[src/sv/uwbr_pkg.sv]
// Shared widths, codes and record types of the UWB ranging initiator round.
package uwbr_pkg;

  localparam int TS_W            = 40;
  localparam int ADDR_W          = 16;
  localparam int SEQ_W           = 8;
  localparam int KIND_W          = 8;
  localparam int TOTAL_W         = 32;
  localparam int FINAL_W         = TS_W + 1;
  localparam int SCHED_SHIFT     = 8;
  localparam int BASE_LSB        = SCHED_SHIFT + 1;
  localparam int BASE_W          = TS_W - BASE_LSB;
  localparam int ANCHORS         = 3;
  localparam int SLOT_W          = $clog2(ANCHORS + 1);
  localparam int CFG_IDX_W       = 3;
  localparam int CFG_DATA_W      = 40;
  localparam int DEF_QUEUE_DEPTH = 2;

  typedef enum logic {
    CMD_POLL = 1'b0,
    CMD_SLOT = 1'b1
  } cmd_t;

  typedef enum logic [1:0] {
    RX_FRAME   = 2'd0,
    RX_TIMEOUT = 2'd1,
    RX_ERROR   = 2'd2
  } rx_status_t;

  typedef enum logic [CFG_IDX_W-1:0] {
    REG_MY_ADDRESS     = 3'd0,
    REG_ANCHOR_ONE     = 3'd1,
    REG_ANCHOR_TWO     = 3'd2,
    REG_ANCHOR_THREE   = 3'd3,
    REG_RESPONSE_TYPE  = 3'd4,
    REG_FINAL_DELAY    = 3'd5,
    REG_ANTENNA_DELAY  = 3'd6
  } cfg_reg_t;

  typedef struct packed {
    logic [ADDR_W-1:0]              my_address;
    logic [ANCHORS-1:0][ADDR_W-1:0] anchor_id;
    logic [KIND_W-1:0]              response_type;
    logic [TS_W-1:0]                final_delay;
    logic [ADDR_W-1:0]              antenna_delay;
  } cfg_t;

  typedef struct packed {
    cmd_t               cmd;
    logic               send_ok;
    logic [TS_W-1:0]    poll_time;
    logic [BASE_W-1:0]  final_base;
    logic               frame_ok;
    logic [SEQ_W-1:0]   seq;
    logic [ANCHORS-1:0] hit;
    logic [TS_W-1:0]    rx_time;
  } q_entry_t;

  typedef struct packed {
    logic [SEQ_W-1:0]               round_seq;
    logic [TS_W-1:0]                poll_stamp;
    logic [FINAL_W-1:0]             final_stamp;
    logic [ANCHORS-1:0][ADDR_W-1:0] slot_addr;
    logic [ANCHORS-1:0][TS_W-1:0]   slot_rx;
    logic [TOTAL_W-1:0]             ok_rounds;
    logic [TOTAL_W-1:0]             lost_rounds;
  } result_t;

endpackage

[src/sv/uwbr_if.sv]
// Channel interfaces: event input, final record output and register write.
interface uwbr_in_if import uwbr_pkg::*; ();
  logic              valid;
  logic              ready;
  logic              cmd;
  logic              send_ok;
  logic [TS_W-1:0]   poll_time;
  logic [1:0]        rx_status;
  logic              frame_long_enough;
  logic [KIND_W-1:0] msg_kind;
  logic [SEQ_W-1:0]  msg_seq;
  logic [ADDR_W-1:0] msg_dest;
  logic [ADDR_W-1:0] msg_source;
  logic [TS_W-1:0]   rx_time;

  modport source (
    output valid, cmd, send_ok, poll_time, rx_status, frame_long_enough,
           msg_kind, msg_seq, msg_dest, msg_source, rx_time,
    input  ready
  );
  modport sink (
    input  valid, cmd, send_ok, poll_time, rx_status, frame_long_enough,
           msg_kind, msg_seq, msg_dest, msg_source, rx_time,
    output ready
  );
endinterface

interface uwbr_out_if import uwbr_pkg::*; ();
  logic               valid;
  logic               ready;
  logic [SEQ_W-1:0]   round_seq;
  logic [TS_W-1:0]    poll_stamp;
  logic [FINAL_W-1:0] final_stamp;
  logic [ADDR_W-1:0]  slot1_addr;
  logic [TS_W-1:0]    slot1_rx;
  logic [ADDR_W-1:0]  slot2_addr;
  logic [TS_W-1:0]    slot2_rx;
  logic [ADDR_W-1:0]  slot3_addr;
  logic [TS_W-1:0]    slot3_rx;
  logic [TOTAL_W-1:0] ok_rounds;
  logic [TOTAL_W-1:0] lost_rounds;

  modport source (
    output valid, round_seq, poll_stamp, final_stamp, slot1_addr, slot1_rx,
           slot2_addr, slot2_rx, slot3_addr, slot3_rx, ok_rounds, lost_rounds,
    input  ready
  );
  modport sink (
    input  valid, round_seq, poll_stamp, final_stamp, slot1_addr, slot1_rx,
           slot2_addr, slot2_rx, slot3_addr, slot3_rx, ok_rounds, lost_rounds,
    output ready
  );
endinterface

interface uwbr_cfg_if import uwbr_pkg::*; ();
  logic                  valid;
  logic                  ready;
  logic [CFG_IDX_W-1:0]  index;
  logic [CFG_DATA_W-1:0] data;

  modport source (output valid, index, data, input ready);
  modport sink   (input valid, index, data, output ready);
endinterface

[src/sv/uwbr_cfg_regs.sv]
// Configuration register file written through the register write channel.
module uwbr_cfg_regs import uwbr_pkg::*; (
  input  logic       clk,
  input  logic       rst_n,
  uwbr_cfg_if.sink   cfg_ch,
  output cfg_t       cfg
);

  cfg_t cfg_r;
  cfg_t cfg_nxt;
  logic wr_en;

  assign cfg_ch.ready = 1'b1;
  assign wr_en        = cfg_ch.valid && cfg_ch.ready;
  assign cfg          = cfg_r;

  always_comb begin
    cfg_nxt = cfg_r;
    if (wr_en) begin
      case (cfg_reg_t'(cfg_ch.index))
        REG_MY_ADDRESS:    cfg_nxt.my_address    = cfg_ch.data[ADDR_W-1:0];
        REG_ANCHOR_ONE:    cfg_nxt.anchor_id[0]  = cfg_ch.data[ADDR_W-1:0];
        REG_ANCHOR_TWO:    cfg_nxt.anchor_id[1]  = cfg_ch.data[ADDR_W-1:0];
        REG_ANCHOR_THREE:  cfg_nxt.anchor_id[2]  = cfg_ch.data[ADDR_W-1:0];
        REG_RESPONSE_TYPE: cfg_nxt.response_type = cfg_ch.data[KIND_W-1:0];
        REG_FINAL_DELAY:   cfg_nxt.final_delay   = cfg_ch.data[TS_W-1:0];
        REG_ANTENNA_DELAY: cfg_nxt.antenna_delay = cfg_ch.data[ADDR_W-1:0];
        default: ;
      endcase
    end
  end

  always_ff @(posedge clk) begin
    if (!rst_n) begin
      cfg_r <= '0;
    end else begin
      cfg_r <= cfg_nxt;
    end
  end

endmodule

[src/sv/uwbr_front.sv]
// Front end: accepts events, checks frame headers and matches the anchor.
module uwbr_front import uwbr_pkg::*; (
  uwbr_in_if.sink  in_ch,
  input  cfg_t     cfg,
  input  logic     full,
  output logic     push,
  output q_entry_t entry
);

  logic [TS_W:0]      sched_sum;
  logic [ANCHORS-1:0] hit;
  logic               found;

  assign in_ch.ready = !full;
  assign push        = in_ch.valid && !full;
  assign sched_sum   = {1'b0, in_ch.poll_time} + {1'b0, cfg.final_delay};

  // lowest numbered matching anchor wins
  always_comb begin
    hit   = '0;
    found = 1'b0;
    for (int i = 0; i < ANCHORS; i++) begin
      if (!found && cfg.anchor_id[i] == in_ch.msg_source) begin
        hit[i] = 1'b1;
        found  = 1'b1;
      end
    end
  end

  always_comb begin
    entry.cmd        = cmd_t'(in_ch.cmd);
    entry.send_ok    = in_ch.send_ok;
    entry.poll_time  = in_ch.poll_time;
    entry.final_base = sched_sum[TS_W-1:BASE_LSB];
    entry.frame_ok   = (in_ch.rx_status == RX_FRAME) && in_ch.frame_long_enough &&
                       (in_ch.msg_kind == cfg.response_type) &&
                       (in_ch.msg_dest == cfg.my_address);
    entry.seq        = in_ch.msg_seq;
    entry.hit        = hit;
    entry.rx_time    = in_ch.rx_time;
  end

endmodule

[src/sv/uwbr_queue.sv]
// Short FIFO of classified events between front and back end.
module uwbr_queue import uwbr_pkg::*; #(
  parameter int DEPTH = DEF_QUEUE_DEPTH
) (
  input  logic     clk,
  input  logic     rst_n,
  input  logic     push,
  input  q_entry_t push_entry,
  output logic     full,
  input  logic     pop,
  output logic     head_valid,
  output q_entry_t head
);

  localparam int PTR_W = (DEPTH > 1) ? $clog2(DEPTH) : 1;
  localparam int CNT_W = $clog2(DEPTH + 1);

  q_entry_t             store_r [DEPTH];
  logic [PTR_W-1:0]     wr_ptr_r, wr_ptr_nxt;
  logic [PTR_W-1:0]     rd_ptr_r, rd_ptr_nxt;
  logic [CNT_W-1:0]     count_r, count_nxt;

  assign full       = count_r == CNT_W'(DEPTH);
  assign head_valid = count_r != '0;
  assign head       = store_r[rd_ptr_r];

  always_comb begin
    wr_ptr_nxt = wr_ptr_r;
    rd_ptr_nxt = rd_ptr_r;
    if (push) begin
      wr_ptr_nxt = (wr_ptr_r == PTR_W'(DEPTH - 1)) ? '0 : wr_ptr_r + PTR_W'(1);
    end
    if (pop) begin
      rd_ptr_nxt = (rd_ptr_r == PTR_W'(DEPTH - 1)) ? '0 : rd_ptr_r + PTR_W'(1);
    end
    count_nxt = count_r + CNT_W'(push) - CNT_W'(pop);
  end

  always_ff @(posedge clk) begin
    if (!rst_n) begin
      wr_ptr_r <= '0;
      rd_ptr_r <= '0;
      count_r  <= '0;
    end else begin
      wr_ptr_r <= wr_ptr_nxt;
      rd_ptr_r <= rd_ptr_nxt;
      count_r  <= count_nxt;
    end
  end

  always_ff @(posedge clk) begin
    if (push) begin
      store_r[wr_ptr_r] <= push_entry;
    end
  end

endmodule

[src/sv/uwbr_back.sv]
// Back end: round state, answer bookkeeping and the final record register.
module uwbr_back import uwbr_pkg::*; (
  input  logic     clk,
  input  logic     rst_n,
  input  cfg_t     cfg,
  input  logic     head_valid,
  input  q_entry_t head,
  output logic     pop,
  input  logic     out_ready,
  output logic     out_valid,
  output result_t  result
);

  logic [SEQ_W-1:0]             seq_r, seq_nxt;
  logic                         in_round_r, in_round_nxt;
  logic [SLOT_W-1:0]            slot_r, slot_nxt;
  logic [ANCHORS-1:0]           flags_r, flags_nxt;
  logic [SLOT_W-1:0]            cnt_r, cnt_nxt;
  logic [TOTAL_W-1:0]           ok_r, ok_nxt;
  logic [TOTAL_W-1:0]           lost_r, lost_nxt;
  logic                         out_valid_r, out_valid_nxt;
  logic [TS_W-1:0]              poll_r;
  logic [BASE_W-1:0]            base_r;
  logic [ANCHORS-1:0][TS_W-1:0] rx_r;
  result_t                      result_r, result_nxt;

  logic [ANCHORS-1:0]  fresh;
  logic                take;
  logic [ANCHORS-1:0]  gain;
  logic [ANCHORS-1:0]  flags_upd;
  logic [SLOT_W-1:0]   cnt_upd;
  logic [SLOT_W-1:0]   slot_upd;
  logic                closing;
  logic                is_slot;
  logic                emit;
  logic                fire;
  logic                answered;
  logic                start_round;
  logic                slot_step;

  assign out_valid = out_valid_r;
  assign result    = result_r;
  assign pop       = fire;

  always_comb begin
    fresh       = head.hit & ~flags_r;
    take        = head.frame_ok && (head.seq == seq_r) && (|fresh);
    gain        = take ? head.hit : '0;
    flags_upd   = flags_r | gain;
    cnt_upd     = cnt_r + SLOT_W'(take);
    slot_upd    = slot_r + SLOT_W'(1);
    closing     = (slot_upd == SLOT_W'(ANCHORS)) || (cnt_upd == SLOT_W'(ANCHORS));
    is_slot     = head.cmd == CMD_SLOT;
    emit        = head_valid && is_slot && in_round_r && closing;
    fire        = head_valid && (!emit || !out_valid_r || out_ready);
    answered    = cnt_upd != '0;
    start_round = fire && !is_slot && head.send_ok;
    slot_step   = fire && is_slot && in_round_r;

    seq_nxt      = seq_r;
    in_round_nxt = in_round_r;
    slot_nxt     = slot_r;
    flags_nxt    = flags_r;
    cnt_nxt      = cnt_r;
    ok_nxt       = ok_r;
    lost_nxt     = lost_r;

    if (fire && !is_slot) begin
      in_round_nxt = head.send_ok;
      if (!head.send_ok) begin
        seq_nxt = seq_r + SEQ_W'(1);
      end else begin
        slot_nxt  = '0;
        flags_nxt = '0;
        cnt_nxt   = '0;
      end
    end else if (slot_step) begin
      flags_nxt = flags_upd;
      cnt_nxt   = cnt_upd;
      slot_nxt  = slot_upd;
      if (closing) begin
        ok_nxt       = ok_r + TOTAL_W'(answered);
        lost_nxt     = lost_r + TOTAL_W'(!answered);
        seq_nxt      = seq_r + SEQ_W'(1);
        in_round_nxt = 1'b0;
        slot_nxt     = '0;
      end
    end

    out_valid_nxt = (emit && fire) || (out_valid_r && !out_ready);

    result_nxt.round_seq   = seq_r;
    result_nxt.poll_stamp  = poll_r;
    result_nxt.final_stamp = {1'b0, base_r, {BASE_LSB{1'b0}}} +
                             FINAL_W'(cfg.antenna_delay);
    result_nxt.ok_rounds   = ok_r + TOTAL_W'(answered);
    result_nxt.lost_rounds = lost_r + TOTAL_W'(!answered);
    for (int i = 0; i < ANCHORS; i++) begin
      result_nxt.slot_addr[i] = flags_upd[i] ? cfg.anchor_id[i] : '0;
      result_nxt.slot_rx[i]   = !flags_upd[i] ? '0 : (gain[i] ? head.rx_time : rx_r[i]);
    end
  end

  always_ff @(posedge clk) begin
    if (!rst_n) begin
      seq_r       <= '0;
      in_round_r  <= 1'b0;
      slot_r      <= '0;
      flags_r     <= '0;
      cnt_r       <= '0;
      ok_r        <= '0;
      lost_r      <= '0;
      out_valid_r <= 1'b0;
    end else begin
      seq_r       <= seq_nxt;
      in_round_r  <= in_round_nxt;
      slot_r      <= slot_nxt;
      flags_r     <= flags_nxt;
      cnt_r       <= cnt_nxt;
      ok_r        <= ok_nxt;
      lost_r      <= lost_nxt;
      out_valid_r <= out_valid_nxt;
    end
  end

  always_ff @(posedge clk) begin
    if (start_round) begin
      poll_r <= head.poll_time;
      base_r <= head.final_base;
    end
    for (int i = 0; i < ANCHORS; i++) begin
      if (slot_step && gain[i]) begin
        rx_r[i] <= head.rx_time;
      end
    end
    if (emit && fire) begin
      result_r <= result_nxt;
    end
  end

endmodule

[src/sv/uwb_ranging_initiator_round.sv]
// Top level of the UWB two-way ranging initiator round.
//
// Channels: in_ch takes poll and slot events, out_ch gives one final record
// per completed round, cfg_ch writes the seven configuration registers
// (always ready, a write takes effect at the next edge).
// An event is accepted when valid and ready are high at a rising edge. The
// front end classifies it in that cycle and puts it in a QUEUE_DEPTH entry
// queue; the back end retires one queued event per cycle while no closing
// slot waits on a stalled output. Throughput: one event per cycle sustained
// while out_ch does not stall and QUEUE_DEPTH is above one. A closing slot
// event is queued, and its final record registered, before out_ch shows it.
// The record waits in an output register; while it is not taken the back end
// still retires events that close no round, and holds at the next closing
// slot. in_ch.ready falls only when the queue is full.
// Reset (rst_n low at a clock edge) clears the config registers, the sequence
// number, both round counters, the queue and output valid. No clearing pass.
module uwb_ranging_initiator_round import uwbr_pkg::*; #(
  parameter int QUEUE_DEPTH = DEF_QUEUE_DEPTH
) (
  input  logic       clk,
  input  logic       rst_n,
  uwbr_in_if.sink    in_ch,
  uwbr_out_if.source out_ch,
  uwbr_cfg_if.sink   cfg_ch
);

  cfg_t     cfg;
  logic     q_push;
  q_entry_t q_push_entry;
  logic     q_full;
  logic     q_pop;
  logic     q_head_valid;
  q_entry_t q_head;
  logic     res_valid;
  result_t  res;

  uwbr_cfg_regs u_cfg_regs (
    .clk    (clk),
    .rst_n  (rst_n),
    .cfg_ch (cfg_ch),
    .cfg    (cfg)
  );

  uwbr_front u_front (
    .in_ch (in_ch),
    .cfg   (cfg),
    .full  (q_full),
    .push  (q_push),
    .entry (q_push_entry)
  );

  uwbr_queue #(
    .DEPTH (QUEUE_DEPTH)
  ) u_queue (
    .clk        (clk),
    .rst_n      (rst_n),
    .push       (q_push),
    .push_entry (q_push_entry),
    .full       (q_full),
    .pop        (q_pop),
    .head_valid (q_head_valid),
    .head       (q_head)
  );

  uwbr_back u_back (
    .clk        (clk),
    .rst_n      (rst_n),
    .cfg        (cfg),
    .head_valid (q_head_valid),
    .head       (q_head),
    .pop        (q_pop),
    .out_ready  (out_ch.ready),
    .out_valid  (res_valid),
    .result     (res)
  );

  assign out_ch.valid       = res_valid;
  assign out_ch.round_seq   = res.round_seq;
  assign out_ch.poll_stamp  = res.poll_stamp;
  assign out_ch.final_stamp = res.final_stamp;
  assign out_ch.slot1_addr  = res.slot_addr[0];
  assign out_ch.slot1_rx    = res.slot_rx[0];
  assign out_ch.slot2_addr  = res.slot_addr[1];
  assign out_ch.slot2_rx    = res.slot_rx[1];
  assign out_ch.slot3_addr  = res.slot_addr[2];
  assign out_ch.slot3_rx    = res.slot_rx[2];
  assign out_ch.ok_rounds   = res.ok_rounds;
  assign out_ch.lost_rounds = res.lost_rounds;

endmodule

[src/flat_wrapper.sv]
// flat-port wrapper written by rule: the top's interface ports become plain ports
module uwb_ranging_initiator_round_flat import uwbr_pkg::*;
#(
  parameter int QUEUE_DEPTH = DEF_QUEUE_DEPTH
)
  (clk, rst_n, in_ch_valid, in_ch_cmd, in_ch_send_ok, in_ch_poll_time, in_ch_rx_status, in_ch_frame_long_enough, in_ch_msg_kind, in_ch_msg_seq, in_ch_msg_dest, in_ch_msg_source, in_ch_rx_time, in_ch_ready, out_ch_valid, out_ch_round_seq, out_ch_poll_stamp, out_ch_final_stamp, out_ch_slot1_addr, out_ch_slot1_rx, out_ch_slot2_addr, out_ch_slot2_rx, out_ch_slot3_addr, out_ch_slot3_rx, out_ch_ok_rounds, out_ch_lost_rounds, out_ch_ready, cfg_ch_valid, cfg_ch_index, cfg_ch_data, cfg_ch_ready);
  uwbr_in_if in_ch_i ();
  uwbr_out_if out_ch_i ();
  uwbr_cfg_if cfg_ch_i ();
  input  logic clk;
  input  logic rst_n;
  input wire logic [$bits(in_ch_i.valid)-1:0] in_ch_valid;
  input wire logic [$bits(in_ch_i.cmd)-1:0] in_ch_cmd;
  input wire logic [$bits(in_ch_i.send_ok)-1:0] in_ch_send_ok;
  input wire logic [$bits(in_ch_i.poll_time)-1:0] in_ch_poll_time;
  input wire logic [$bits(in_ch_i.rx_status)-1:0] in_ch_rx_status;
  input wire logic [$bits(in_ch_i.frame_long_enough)-1:0] in_ch_frame_long_enough;
  input wire logic [$bits(in_ch_i.msg_kind)-1:0] in_ch_msg_kind;
  input wire logic [$bits(in_ch_i.msg_seq)-1:0] in_ch_msg_seq;
  input wire logic [$bits(in_ch_i.msg_dest)-1:0] in_ch_msg_dest;
  input wire logic [$bits(in_ch_i.msg_source)-1:0] in_ch_msg_source;
  input wire logic [$bits(in_ch_i.rx_time)-1:0] in_ch_rx_time;
  output wire logic [$bits(in_ch_i.ready)-1:0] in_ch_ready;
  output wire logic [$bits(out_ch_i.valid)-1:0] out_ch_valid;
  output wire logic [$bits(out_ch_i.round_seq)-1:0] out_ch_round_seq;
  output wire logic [$bits(out_ch_i.poll_stamp)-1:0] out_ch_poll_stamp;
  output wire logic [$bits(out_ch_i.final_stamp)-1:0] out_ch_final_stamp;
  output wire logic [$bits(out_ch_i.slot1_addr)-1:0] out_ch_slot1_addr;
  output wire logic [$bits(out_ch_i.slot1_rx)-1:0] out_ch_slot1_rx;
  output wire logic [$bits(out_ch_i.slot2_addr)-1:0] out_ch_slot2_addr;
  output wire logic [$bits(out_ch_i.slot2_rx)-1:0] out_ch_slot2_rx;
  output wire logic [$bits(out_ch_i.slot3_addr)-1:0] out_ch_slot3_addr;
  output wire logic [$bits(out_ch_i.slot3_rx)-1:0] out_ch_slot3_rx;
  output wire logic [$bits(out_ch_i.ok_rounds)-1:0] out_ch_ok_rounds;
  output wire logic [$bits(out_ch_i.lost_rounds)-1:0] out_ch_lost_rounds;
  input wire logic [$bits(out_ch_i.ready)-1:0] out_ch_ready;
  input wire logic [$bits(cfg_ch_i.valid)-1:0] cfg_ch_valid;
  input wire logic [$bits(cfg_ch_i.index)-1:0] cfg_ch_index;
  input wire logic [$bits(cfg_ch_i.data)-1:0] cfg_ch_data;
  output wire logic [$bits(cfg_ch_i.ready)-1:0] cfg_ch_ready;
  assign in_ch_i.valid = in_ch_valid;
  assign in_ch_i.cmd = in_ch_cmd;
  assign in_ch_i.send_ok = in_ch_send_ok;
  assign in_ch_i.poll_time = in_ch_poll_time;
  assign in_ch_i.rx_status = in_ch_rx_status;
  assign in_ch_i.frame_long_enough = in_ch_frame_long_enough;
  assign in_ch_i.msg_kind = in_ch_msg_kind;
  assign in_ch_i.msg_seq = in_ch_msg_seq;
  assign in_ch_i.msg_dest = in_ch_msg_dest;
  assign in_ch_i.msg_source = in_ch_msg_source;
  assign in_ch_i.rx_time = in_ch_rx_time;
  assign in_ch_ready = in_ch_i.ready;
  assign out_ch_valid = out_ch_i.valid;
  assign out_ch_round_seq = out_ch_i.round_seq;
  assign out_ch_poll_stamp = out_ch_i.poll_stamp;
  assign out_ch_final_stamp = out_ch_i.final_stamp;
  assign out_ch_slot1_addr = out_ch_i.slot1_addr;
  assign out_ch_slot1_rx = out_ch_i.slot1_rx;
  assign out_ch_slot2_addr = out_ch_i.slot2_addr;
  assign out_ch_slot2_rx = out_ch_i.slot2_rx;
  assign out_ch_slot3_addr = out_ch_i.slot3_addr;
  assign out_ch_slot3_rx = out_ch_i.slot3_rx;
  assign out_ch_ok_rounds = out_ch_i.ok_rounds;
  assign out_ch_lost_rounds = out_ch_i.lost_rounds;
  assign out_ch_i.ready = out_ch_ready;
  assign cfg_ch_i.valid = cfg_ch_valid;
  assign cfg_ch_i.index = cfg_ch_index;
  assign cfg_ch_i.data = cfg_ch_data;
  assign cfg_ch_ready = cfg_ch_i.ready;
  uwb_ranging_initiator_round #(.QUEUE_DEPTH(QUEUE_DEPTH)) u_core (.clk(clk), .rst_n(rst_n), .in_ch(in_ch_i), .out_ch(out_ch_i), .cfg_ch(cfg_ch_i));
endmodule
[config.mk]
export PLATFORM = sky130hd
export DESIGN_NAME = uwb_ranging_initiator_round_flat
export DESIGN_NICKNAME = d
export VERILOG_FILES = /design/src/sv/uwbr_pkg.sv /design/src/sv/uwbr_if.sv /design/src/sv/uwbr_cfg_regs.sv /design/src/sv/uwbr_front.sv /design/src/sv/uwbr_queue.sv /design/src/sv/uwbr_back.sv /design/src/sv/uwb_ranging_initiator_round.sv /design/src/flat_wrapper.sv
export SDC_FILE = /design/constraint.sdc
export NUM_CORES = 1
export LEC_CHECK = 0
export BUFFER_PORTS_ARGS = -buffer_cell sky130_fd_sc_hd__clkbuf_2
export CAP_MARGIN = 10
export CORE_MARGIN = 2
export CORE_UTILIZATION = 50
export CTS_CLUSTER_SIZE = 14
export DETAILED_ROUTE_END_ITERATION = 16
export GPL_TIMING_DRIVEN = 1
export PLACE_DENSITY = 0.71
export SLEW_MARGIN = 20
export SYNTH_ARGS = -nofsm -noshare
export SYNTH_HDL_FRONTEND = slang
export SYNTH_SLANG_ARGS = --single-unit
export TNS_END_PERCENT = 30
[constraint.sdc]
create_clock -name clk -period 14.85 [get_ports clk]
set_clock_uncertainty 0.2 [all_clocks]
set_input_delay 0.7425 -clock clk [delete_from_list [all_inputs] [get_ports clk]]
set_output_delay 0.7425 -clock clk [all_outputs]
set_load 0.02 [all_outputs]
* Word-level counts from Yosys, hierarchy flattened
Memory sizes are Yosys's and may differ from the RTL's. A register that Yosys moved wholly into a read port is not among the register bits.
Index checks and enable logic that the tools add are counted.
** Word-level totals
- Bits in registers :: 725
- Bits in latches :: 0
- Memory bits (writable) :: 250
- Memory bits (read-only) :: 0
- Logic and storage cells :: 148
- Memories :: 1
** Operators by class
- Add/subtract/negate cells :: 11
- $mul :: 0
- Divide/modulo/power cells :: 0
- Order comparisons :: 0
- Equality and inequality tests :: 17
- Shift operators :: 0
- Multiplexer cells :: 30
- Bitwise logic cells :: 4
- Reductions and logical operators :: 51
** Memories
- u_core.u_queue.store_r :: words 2, width 125, rd ports 1, clocked after Yosys merged registers in 1, wr ports 1, RTL line uwbr_queue.sv:18 : q_entry_t store_r [DEPTH];
** Operators by type and width (count)
- two-way mux 40 bit :: 3
- adder 32 x 1 -> 32 bit :: 2
- == test 16 bit :: 4
- adder 40 x 16 -> 41 bit :: 1
- adder 40 bit :: 1
- two-way mux 8 bit :: 4
- logical AND 1 bit :: 21
- AND reduction 2 bit :: 9
- == test 8 bit :: 2
- two-way mux 1 bit :: 13
- two-way mux 2 bit :: 6
- two-way mux 3 bit :: 4
- == test 3 bit, second input constant :: 3
- adder 8 x 1 -> 8 bit, second input constant :: 1
- logical NOT 1 bit :: 8
- nonzero test 2 bit :: 4
- == test 2 bit, second input constant :: 3
- == test 3 x 2 -> 1 bit, second input constant :: 2
- AND reduction 3 bit :: 2
- adder 2 x 1 -> 2 bit :: 2
- logical OR 1 bit :: 4
- inequality test 2 bit, second input constant :: 2
- bitwise AND 3 bit :: 1
- == test 3 x 1 -> 1 bit, second input constant :: 1
- 9 further kinds :: 10

* Longest topological paths before layout
Gate-level depths: netlist of the first run.
- Depth in word-level cells :: 16
- Mapped depth :: 22
- Mapped depth without buffers :: 20

* Modules after synthesis
From an unflattened synthesis of the first run, not the netlist that was laid out.
** Unflattened totals
- Cell total of the unflattened synthesis :: 2886
- Area total of the unflattened synthesis :: 40525.1 µm²
** By module, submodules not included
- uwbr_back :: instances 1, cells an instance 1606, area each 23277.3 µm², seq. area each 16996.3 µm²
- uwbr_queue :: instances 1, cells an instance 410, area each 9444.1 µm², seq. area each 7607.3 µm²
- uwbr_cfg_regs :: instances 1, cells an instance 467, area each 4714.5 µm², seq. area each 2562.5 µm²
- uwbr_front :: instances 1, cells an instance 403, area each 3089.2 µm², seq. area each 0.0 µm²

* Least setup slack after synthesis of the first run
No wires, ideal clock.
- Kind :: reg-to-reg
- Start point :: register with a tool-made name
- End point :: register u_core.u_back.ok_r[17]
- Arrival :: 6.925 ns
- Setup slack :: 7.610 ns
- Stages on the path, launching flop included :: 19
- Buffers on the path :: 5
- Cells stage by stage :: dfxtp_1 -> buf_2 -> buf_2 -> mux2i_1 -> xnor2_1 -> nor4_1 -> nand4_1 -> inv_1 -> ha_1 -> xor2_1 -> a21o_1 -> nand3_1 -> buf_1 -> inv_1 -> buf_2 -> buf_2 -> nand2_1 -> xnor2_1 -> and2_1
** RTL lines
- to (signal assigned) :: RTL line uwbr_back.sv:120 : ok_r <= ok_nxt;
- to (decl) :: RTL line uwbr_back.sv:19 : logic [TOTAL_W-1:0] ok_r, ok_nxt;

==> results of run 1 <==
sequential cells by signal (all words and copies together) (netlist names), 8 cells and up, named ones only:
| name | count |
|---|---|
| u_core.u_back.result | 321 |
| u_core.u_queue.store_r | 250 |
| u_core.u_cfg_regs.cfg | 128 |
| u_core.u_back.rx_r | 120 |
| u_core.u_back.poll_r | 40 |
| u_core.u_back.lost_r | 32 |
| u_core.u_back.ok_r | 32 |
| u_core.u_back.base_r | 31 |
| u_core.u_back.seq_r | 8 |
cell type report:
cell class	instances	area share, %
antenna	2	0.0109
sequential	976	59.3
inverter	66	0.560
multi-input combinational	1723	24.5
tap	1040	2.84
clock buffer	132	5.77
clock inverter	54	1.09
timing repair buffer	530	5.94
kinds of logic after synthesis:
family                     share of synthesized area [%]
xor gates and xnor gates                            5.59
adders and majority gates                           1.78
AOI/OAI and AO/OA                                   6.84
buffers and inverters                               1.87
muxes                                               3.44
other                                            0.00961
and+or+nand+nor                                     10.9
DFF                                                 69.6
power by group through the flow:
stage          clock network (W)  logic (W)  registers (W)
2_1_floorplan                  0   0.000351        0.00325
6_report                 0.00240   0.000516        0.00319
5_1_grt                  0.00256   0.000568        0.00320
3_3_place_gp                   0   0.000508        0.00324
4_1_cts                  0.00245   0.000520        0.00319
3_5_place_dp                   0   0.000517        0.00325
worst max path at each step:
stage | end | slack [ns]
2_1_floorplan | u_core.u_back.ok_r[17] | 7.61
3_3_place_gp | u_core.u_back.result[300] | 7.95
3_5_place_dp | u_core.u_back.result[300] | 7.86
4_1_cts | u_core.u_back.result[308] | 7.91
5_1_grt | u_core.u_back.result[268] | 7.40
6_report | u_core.u_back.result[308] | 8.11
metrics by stage:
step / power, W / instances / hold slack [ns] / util, % / setup slack [ns]
5_1_grt: 0.00633 / 4523 / 0.0453 / 59.2 / 7.40
6_report: 0.00611 / 4523 / 0.0767 / 59.2 / 8.11
3_5_place_dp: 0.00377 / 4335 / 0.205 / 55.2 / 7.86
4_1_cts: 0.00617 / 4521 / 0.0270 / 59.2 / 7.91
2_1_floorplan: 0.00360 / 2890 / 0.200 / - / 7.61
3_3_place_gp: 0.00375 / 4335 / 0.201 / 55.1 / 7.95
cell usage in the layout (no fill, tap or decap), drive strengths merged, types with 8 or more instances in the layout:
master	count
clkbuf	634
and3	23
xor2	104
nor2b	65
buf	28
and2	64
mux2	72
nand2b	13
edfxtp	762
a21boi	154
dfxtp	214
nor4	16
inv	71
nor3	28
nor2	61
nand3	162
nand4	38
xnor2	145
mux2i	53
clkinv	38
a21o	21
or3	18
o21bai	8
o21ai	167
ha	54
a21oi	48
nand2	363
routing by layer:
| layer | GRT usage [%] | share of wire (%) | up-vias |
|---|---|---|---|
| met3 | 4.05 | 7.0 | 146 |
| li1 | - | - | 11441 |
| met1 | 29.8 | 42 | 11609 |
| met2 | 36.1 | 48 | 801 |
| met5 | 0 | 0.064 | - |
| met4 | 7.06 | 2.5 | 8 |
==> metrics.csv, run 1 <==
metric,value,unit
hold_viol,0,
post-cts-setup-buffers,0,
wl_per_cell,20.0,microns
endpoint_kind,flop,
avgViaCountPerCell,5.31,
p_seq_share,52.2,%
syn_area,39000,sq um
vias,24005,
synth_common_cells,"762 x edfxtp_1, 363 x nand2_1, 214 x dfxtp_1",
synthCells,2890,
cts_resized,0,
grt_first_pass_wirelength,137000,microns
post-route-period-util,45.4,%
critical_path_arrival,6.83,ns
final_area,45800,sq um
syn_area_per_cell,13.5,sq um
drive_above_1_share,22.4,%
clkPwrFrac,39.3,%
regArea,27200,sq um
clk_latency,0.65,ns
finalMaxSlewViolations,0,
grt_pass1_vias,23398,
h-tree-depth,3,
synth_fp_nets,3126,
p_comb_share,8.4,%
gr-total-overflow,0,
max-slew-margin-rel,24.4,%
fill_cells,6097,
port_buffers,503,
cp.required,14.93,ns
crit_slowest_cell,inv_8,
ys_ff_latch,976,
clkSinkCount,976,
synthToLayoutAreaGrowth,17.3,%
placed_area,42700,sq um
synth_largest_area_cell,edfxtp_1,
synthTopCellsByArea,"edfxtp_1 59%, dfxtp_1 11%, nand2_1 3.5%",
ant_nets,0,
worst_ir_drop_vdd,0.120,mV
min_path_cells,1,
synth_edf_count,762,
path_common_cell,buf_4,
root_buffer,clkbuf_16,
timing.critical_path.cells,buf_4 -> mux2i_1 -> o221ai_1 -> nor4_1 -> nand4_1 -> inv_1 -> ha_1 -> xor2_1 -> a21o_1 -> nand3_2 -> inv_8 -> buf_4 -> buf_4,
power.density,133,nW/um^2
cp.depth,13,
maxCapViolCount,0,
detailed_place_hpwl,60100,microns
intPower,0.00470,W
grtUsageTotal,22.0,%
finalSetupViolations,0,
leakagePower,16.9,nW
min-delay-start,in_ch_rx_time[31],
synth.top_cell.area_share,58.6,%
finalNetCount,3632,
die_area,80300,sq um
reg2reg_slack,8.11,ns
synthArstFlopShare,0,%
critPathMaxFanout,103,
cts_tree,yes,
io_pins,505,
cts.reportedPaths.clkPinSlew,0.06,ns
tns,0,ns
startpoint_type,flop,
switching_share,23.0,%
tightestPinTransition,1.13,ns
totalWireLength,90400,microns
multi_input_area,11200,sq um
outcome,completed,
antenna_found_initial,6,
r2r_end,u_core.u_back.result[308],
layout_min_cycle_time,6.74,ns
cts_buffer_depth,3,
num_rows,102,
drcViolationCount,0,
rsz0062_at_grt,no,
die_h,283,microns
first_iter_violations,1790,
crit_family,buffers and inverters,
grt_start_max_net_pins,104,
start_util,50.5,%
hold_end,u_core.u_queue.store_r[1][31],
seq_area_frac_synth,69.6,%
synth_cell_type_count,64,
postCtsHoldBufs,0,
core,77300,sq um
first_pass_iters,5,
path_class,reg -> reg,
synth_most_common_cell,edfxtp_1,
ys.flop_type,edfxtp_1,
crit_buf_inv,5,
fp.dieW,283,microns
crit_path_max_incr_delay,0.91,ns
hold_class,in -> reg,
gp_congestion,0.850,
switching_power,0.00141,W
r2r_cells,13,
synth_warnings,0,
fmax,0.148,GHz
numCtsBuffers,99,
Note: power is estimated with default switching activity, not from simulation.
==> run 2, diff against run 1 <==
--- a/config.mk
+++ b/config.mk
@@ -5,6 +5,7 @@
 export SDC_FILE = /design/constraint.sdc
 export NUM_CORES = 1
 export LEC_CHECK = 0
+export ABC_AREA = 1
 export BUFFER_PORTS_ARGS = -buffer_cell sky130_fd_sc_hd__clkbuf_2
 export CAP_MARGIN = 10
 export CORE_MARGIN = 2
@@ -12,7 +13,7 @@
 export CTS_CLUSTER_SIZE = 14
 export DETAILED_ROUTE_END_ITERATION = 16
 export GPL_TIMING_DRIVEN = 1
-export PLACE_DENSITY = 0.71
+export PLACE_DENSITY = 0.73
 export SLEW_MARGIN = 20
 export SYNTH_ARGS = -nofsm -noshare
 export SYNTH_HDL_FRONTEND = slang
==> constraint.sdc (replaced) <==
create_clock -name clk -period 6.2 [get_ports clk]
set_clock_uncertainty 0.2 [all_clocks]
set_input_delay 0.31 -clock clk [delete_from_list [all_inputs] [get_ports clk]]
set_output_delay 0.31 -clock clk [all_outputs]
set_load 0.02 [all_outputs]
==> run 2 against run 1 <==
First-iteration DRC count rose by 35%. Synthesized cell count rose by 34%. Register-to-register slack got worse by 6.8 ns. Via count rose by 24%. Non-clock buffer count rose by 133. Cell count rose by 25%. Critical endpoint is now u_core.u_back.result[54]. Flip-flop and latch count did not move. Largest power group unchanged.
==> metrics.csv, run 2 <==
metric,value,unit
grt_start_max_net_pins,126,
startpoint_type,flop,
cp.required,6.39,ns
ant_nets,0,
synth_most_common_cell,nand2_1,
synthCells,3870,
largest_reg_flops,321,
max-slew-margin-rel,26.9,%
ys.flop_type,edfxtp_1,
critical_path_arrival,5.09,ns
cts_resized,0,
grtUsageMet3,4.71,%
start_util,50.5,%
num_rows,104,
synth_edf_count,762,
ys_ff_latch,976,
syn_area_per_cell,10.5,sq um
p_seq_share,50.1,%
maxCapViolCount,0,
crit_buf_inv,4,
worst_ir_drop_vdd,0.247,mV
r2r_cells,24,
hold_class,in -> reg,
p_comb_share,11.4,%
grtUsageMet1,32.9,%
clkPwrFrac,38.6,%
syn_area,40700,sq um
power.density,320,nW/um^2
leakagePower,20.6,nW
crit_path_max_incr_delay,0.71,ns
synth_warnings,0,
synth_common_cells,"879 x nand2_1, 762 x edfxtp_1, 393 x inv_1",
synth_fp_nets,4106,
synth_largest_area_cell,edfxtp_1,
grtUsageTotal,24.7,%
crit_slowest_cell,dfxtp_4,
hold_viol,0,
drcViolationCount,0,
post-place-ws,1.25,ns
synthArstFlopShare,0,%
path_common_cell,nand2_1,
finalMaxSlewViolations,0,
first_iter_violations,2410,
fp.dieW,289,microns
switching_share,25.4,%
cp.depth,24,
synthTopCellsByArea,"edfxtp_1 56%, dfxtp_1 11%, nand2_1 8.1%",
cts.reportedPaths.clkPinSlew,0.07,ns
core,80500,sq um
seq_area_frac_synth,66.8,%
synthToLayoutAreaGrowth,20.3,%
busiest_layer,met2,
post-route-period-util,79.0,%
tightestPinTransition,1.09,ns
intPower,0.0117,W
path_class,reg -> reg,
clkSinkCount,976,
critPathMaxFanout,51,
finalSetupViolations,0,
drive_above_1_share,16.3,%
holdWs,0.0760,ns
die_area,83600,sq um
avgViaCountPerCell,5.25,
power.total,0.0156,W
grt_first_pass_wirelength,159000,microns
timing.critical_path.cells,inv_4 -> nand2_1 -> nand2_1 -> nand2_1 -> nand4_1 -> nor4_1 -> ha_1 -> inv_1 -> nand2_1 -> nand2_1 -> inv_1 -> nor2_1 -> inv_1 -> ha_1 -> ha_1 -> nand3_1 -> nor2_1 -> nand2_1 -> nor2_1 -> nand2_1 -> nor2_1 -> nand2_1 -> nand2_1 -> nand2_1,
synth_cell_type_count,49,
cts_tree,yes,
grt_pass1_vias,28409,
endpoint_kind,flop,
vias,29723,
io_pins,505,
gp_congestion,0.947,
numCtsBuffers,99,
post-cts-setup-buffers,0,
cts_buffer_depth,3,
port_buffers,503,
detailed_place_hpwl,72000,microns
totalWireLength,106000,microns
postCtsHoldBufs,132,
first_pass_iters,6,
wl_per_cell,18.7,microns
layout_min_cycle_time,4.90,ns
synth.top_cell.area_share,56.3,%
antenna_found_initial,3,
die_h,289,microns
final_common_cell,nand2_1,
h-tree-depth,3,
outcome,completed,
switching_power,0.00397,W
gr-total-overflow,0,
fmax,0.204,GHz
min_path_cells,6,
tns,0,ns
met2_usage,40.6,%
root_buffer,clkbuf_16,
rsz0062_at_grt,no,
finalNetCount,4743,
final_cell_mix,"879 x nand2_1, 762 x edfxtp_1, 502 x clkbuf_2",
crit_family,simple AND/OR/NAND/NOR gates,
clk_latency,0.65,ns
layout_setup_ws,1.30,ns
-- run 2: cell count changes in the layout (fill, tap and decap cells not counted), moves of 122 or more --
cell and change:
nand2_1 +516, nor2_1 +330, inv_1 +328, a21boi_0 -153, dlygate4sd3_1 +132, a21oi_1 +122
-- run 2: logic make-up (layout without fill, tap and decap cells) --
group | Yosys count | count (layout) | synth area share [%]
AOI/OAI and AO/OA | 541 | 541 | 6.80
buffers and inverters | 527 | 1250 | 5.04
other | 1 | 5 | 0.00922
muxes | 1 | 1 | 0.0246
DFF | 976 | 976 | 66.8
and+or+nand+nor | 1631 | 1631 | 16.6
xor gates and xnor gates | 138 | 138 | 2.99
adders and majority gates | 55 | 55 | 1.71
-- run 2: cell type report --
cell class	count	area [sq um]
Timing Repair Buffer	663	4100
Inverter	400	1510
Multi-Input combinational cell	2367	11500
Fill cell	6500	31600
Tap cell	1060	1330
Clock inverter	50	488
Antenna cell	4	10.0
Sequential cell	976	27200
Clock buffer	137	2820
-- run 2: layer usage --
metal | vias up | wire [microns]
li1 | 14280 | -
met1 | 14064 | 43700
met2 | 1170 | 50600
met3 | 209 | 8040
met4 | 0 | 3460
met5 | - | 0
-- run 2: path summary, 6_finish.rpt --
| kind | start | endpoint | slack [ns] |
|---|---|---|---|
| worst max-delay path | flop | u_core.u_back.result[54] | 1.30 |
| worst min-delay path | cfg_ch_index[0] | u_core.u_cfg_regs.cfg[57] | 0.08 |
| worst max register to register | flop | u_core.u_back.result[54] | 1.30 |
| worst min register to register | u_core.u_back.poll_r[0] | u_core.u_back.result[273] | 0.22 |
-- run 2: worst reg2reg max path, cell delays in order (launching register included) --
cell	delay (ns)
dfxtp_4	0.71
inv_4	0.36
nand2_1	0.19
nand2_1	0.07
nand2_1	0.06
nand4_1	0.17
nor4_1	0.46
ha_1	0.25
inv_1	0.04
nand2_1	0.07
nand2_1	0.05
inv_1	0.06
nor2_1	0.06
inv_1	0.06
ha_1	0.17
ha_1	0.19
nand3_1	0.12
nor2_1	0.25
nand2_1	0.21
nor2_1	0.32
nand2_1	0.11
nor2_1	0.24
nand2_1	0.08
nand2_1	0.09
nand2_1	0.05
-- run 2: metrics by stage --
| stage | cell area (sq um) | util (%) | std cells |
|---|---|---|---|
| global route | 48900 | 60.8 | 5655 |
| floorplan | 40700 | - | 3870 |
| CTS | 48900 | 60.7 | 5653 |
| global placement | 44300 | 55.0 | 5334 |
| detailed placement | 44300 | 55.0 | 5334 |
| finish | 48900 | 60.8 | 5657 |
-- run 2: power by group through the flow --
stage	Clock, W	Sequential [W]	Combinational [W]
after global routing	0.00639	0.00787	0.00199
final	0.00603	0.00783	0.00178
after detailed placement	0	0.00797	0.00171
after CTS	0.00613	0.00783	0.00179
after floorplan	0	0.00792	0.00117
after global placement	0	0.00796	0.00166
==> run 3, diff against run 2 <==
==> constraint.sdc (replaced) <==
create_clock -name clk -period 4.5 [get_ports clk]
set_clock_uncertainty 0.2 [all_clocks]
set_input_delay 0.225 -clock clk [delete_from_list [all_inputs] [get_ports clk]]
set_output_delay 0.225 -clock clk [all_outputs]
set_load 0.02 [all_outputs]
==> run 3 against run 2 <==
Design area is 0.74% higher. Non-clock buffer count increased by 25. Wire length is 1.3% higher. Sequential share of layout area decreased by 0.41 points. Worst setup slack worse by 0.84 ns. Global-route usage is 0.22 points higher. Clock-buffer cell count decreased by 3. Combinational power increased by 44%. Hold slack worse by 0.038 ns. Clock power grew 39%. Flip-flop and latch count stayed put. Sequential power increased by 38%.
==> metrics.csv, run 3 (synthesis gave the netlist of run 2 again) <==
metric,value,unit
outcome,completed,
cts_tree,yes,
gp_congestion,0.935,
first_iter_violations,2600,
grt_first_pass_wirelength,160000,microns
grt_start_max_net_pins,91,
critPathMaxFanout,19,
clkSinkCount,976,
reg2reg_slack,0.46,ns
place_inst,5350,
synthToLayoutAreaGrowth,21.2,%
num_rows,104,
startpoint_type,flop,
h-tree-depth,3,
rsz0062_at_grt,no,
root_buffer,clkbuf_16,
gr-total-overflow,0,
cts_buffer_depth,3,
fmax,0.247,GHz
placed_area,44500,sq um
fp.dieW,289,microns
grtUsageTotal,24.9,%
hold_class,in -> reg,
tightestPinTransition,1.12,ns
start_util,50.5,%
vias,29852,
io_pins,505,
finalSetupViolations,0,
layout_min_cycle_time,4.04,ns
port_buffers,503,
detailed_place_hpwl,73100,microns
antenna_found_initial,4,
drive_above_1_share,17.0,%
wl_per_cell,18.9,microns
max-slew-margin-rel,25.4,%
finalNetCount,4770,
power.density,440,nW/um^2
totalWireLength,107000,microns
leakagePower,20.7,nW
numCtsBuffers,101,
hold_viol,0,
critical_path_arrival,4.38,ns
endpoint_kind,flop,
die_h,289,microns
min-delay-start,in_ch_msg_source[12],
worst_ir_drop_vdd,0.384,mV
grt_pass1_vias,28471,
die_area,83600,sq um
cts.reportedPaths.clkPinSlew,0.06,ns
maxCapViolCount,0,
path_class,reg -> reg,
finalMaxSlewViolations,0,
clk_latency,0.65,ns
holdWs,0.0381,ns
final_cell_mix,"879 x nand2_1, 762 x edfxtp_1, 502 x clkbuf_2",
post-route-period-util,89.8,%
first_pass_iters,7,
drcViolationCount,0,
core,80500,sq um
final_area,49300,sq um
cp.required,4.84,ns
fin_cells,5684,
largest_reg_flops,321,
final_common_cell,nand2_1,
ant_nets,0,
post-cts-setup-buffers,0,
avgViaCountPerCell,5.25,
fill_cells,6448,
==> run 3: changes by cell type in the layout (fill, tap and decap cells not counted), sizes merged <==
cell and delta:
diode -1, clkinv +1, bufinv -1, buf +16, clkbuf -3, dlygate4sd3 +9, clkinvlp +6
==> run 3: cell type report <==
class | instances | area (sq um) | area share, %
flip-flops and latches | 976 | 27200 | 55.1
multi-input cells | 2367 | 11500 | 23.4
repair buffers | 688 | 4390 | 8.90
clock buffers | 134 | 2800 | 5.69
inverters | 400 | 1510 | 3.07
well taps | 1060 | 1330 | 2.69
clock inverters | 56 | 564 | 1.14
diodes | 3 | 7.51 | 0.0152
==> run 3: worst paths after layout <==
kind | to | depth (start not counted)
worst max-delay path | u_core.u_back.lost_r[22] | 24
worst min-delay path | u_core.u_queue.store_r[1][41] | 5
worst max register to register | u_core.u_back.lost_r[22] | 24
worst min register to register | u_core.u_back.result[296] | 0
==> run 3: worst max-delay path: stages (launching register included) <==
cell and delay, ns:
dfxtp_4 0.49, inv_4 0.13, nand2_1 0.10, nand2_1 0.06, nand2_1 0.05, nand2_1 0.06
nor2_2 0.11, nand2_2 0.11, nor4_2 0.31, ha_1 0.23, nand2_1 0.07, nand2_1 0.07
inv_1 0.04, nor2_1 0.19, ha_1 0.25, ha_1 0.22, nand3_1 0.15, nor2_1 0.27
nand4_1 0.15, nor2_1 0.21, nand2_1 0.08, nand2_1 0.07, nand2_1 0.06, o21ai_0 0.17
inv_1 0.07
==> run 3: where the power goes <==
part	switching, W	internal [W]
Combinational	0.00185	0.000717
Clock	0.00353	0.00483
Sequential	0.000208	0.0105
Total	0.00559	0.0161
==> run 3: per-stage QoR <==
stage	setup slack, ns	utilization [%]	total power [W]	TNS, ns
after global routing	0.00750	61.2	0.0225	0
final	0.458	61.2	0.0217	0
after detailed placement	0.185	55.2	0.0134	0
after floorplan	-0.382	-	0.0125	-125.37
after global placement	0.281	55.2	0.0133	0
after CTS	0.140	61.2	0.0218	0
==> run 3: metal layers <==
metal / global-route usage, % / routed length (microns)
met5: 0 / 28
met4: 8.03 / 2970
met3: 4.31 / 7830
met2: 41.7 / 51500
met1: 33.1 / 44800
==> run 3: repair_timing <==
action / in CTS / in global routing
gates resized for setup: 0 / 4
hold endpoints to repair: 367 / 0
hold buffers: 141 / 0
endpoints found under the setup margin: 0 / 15
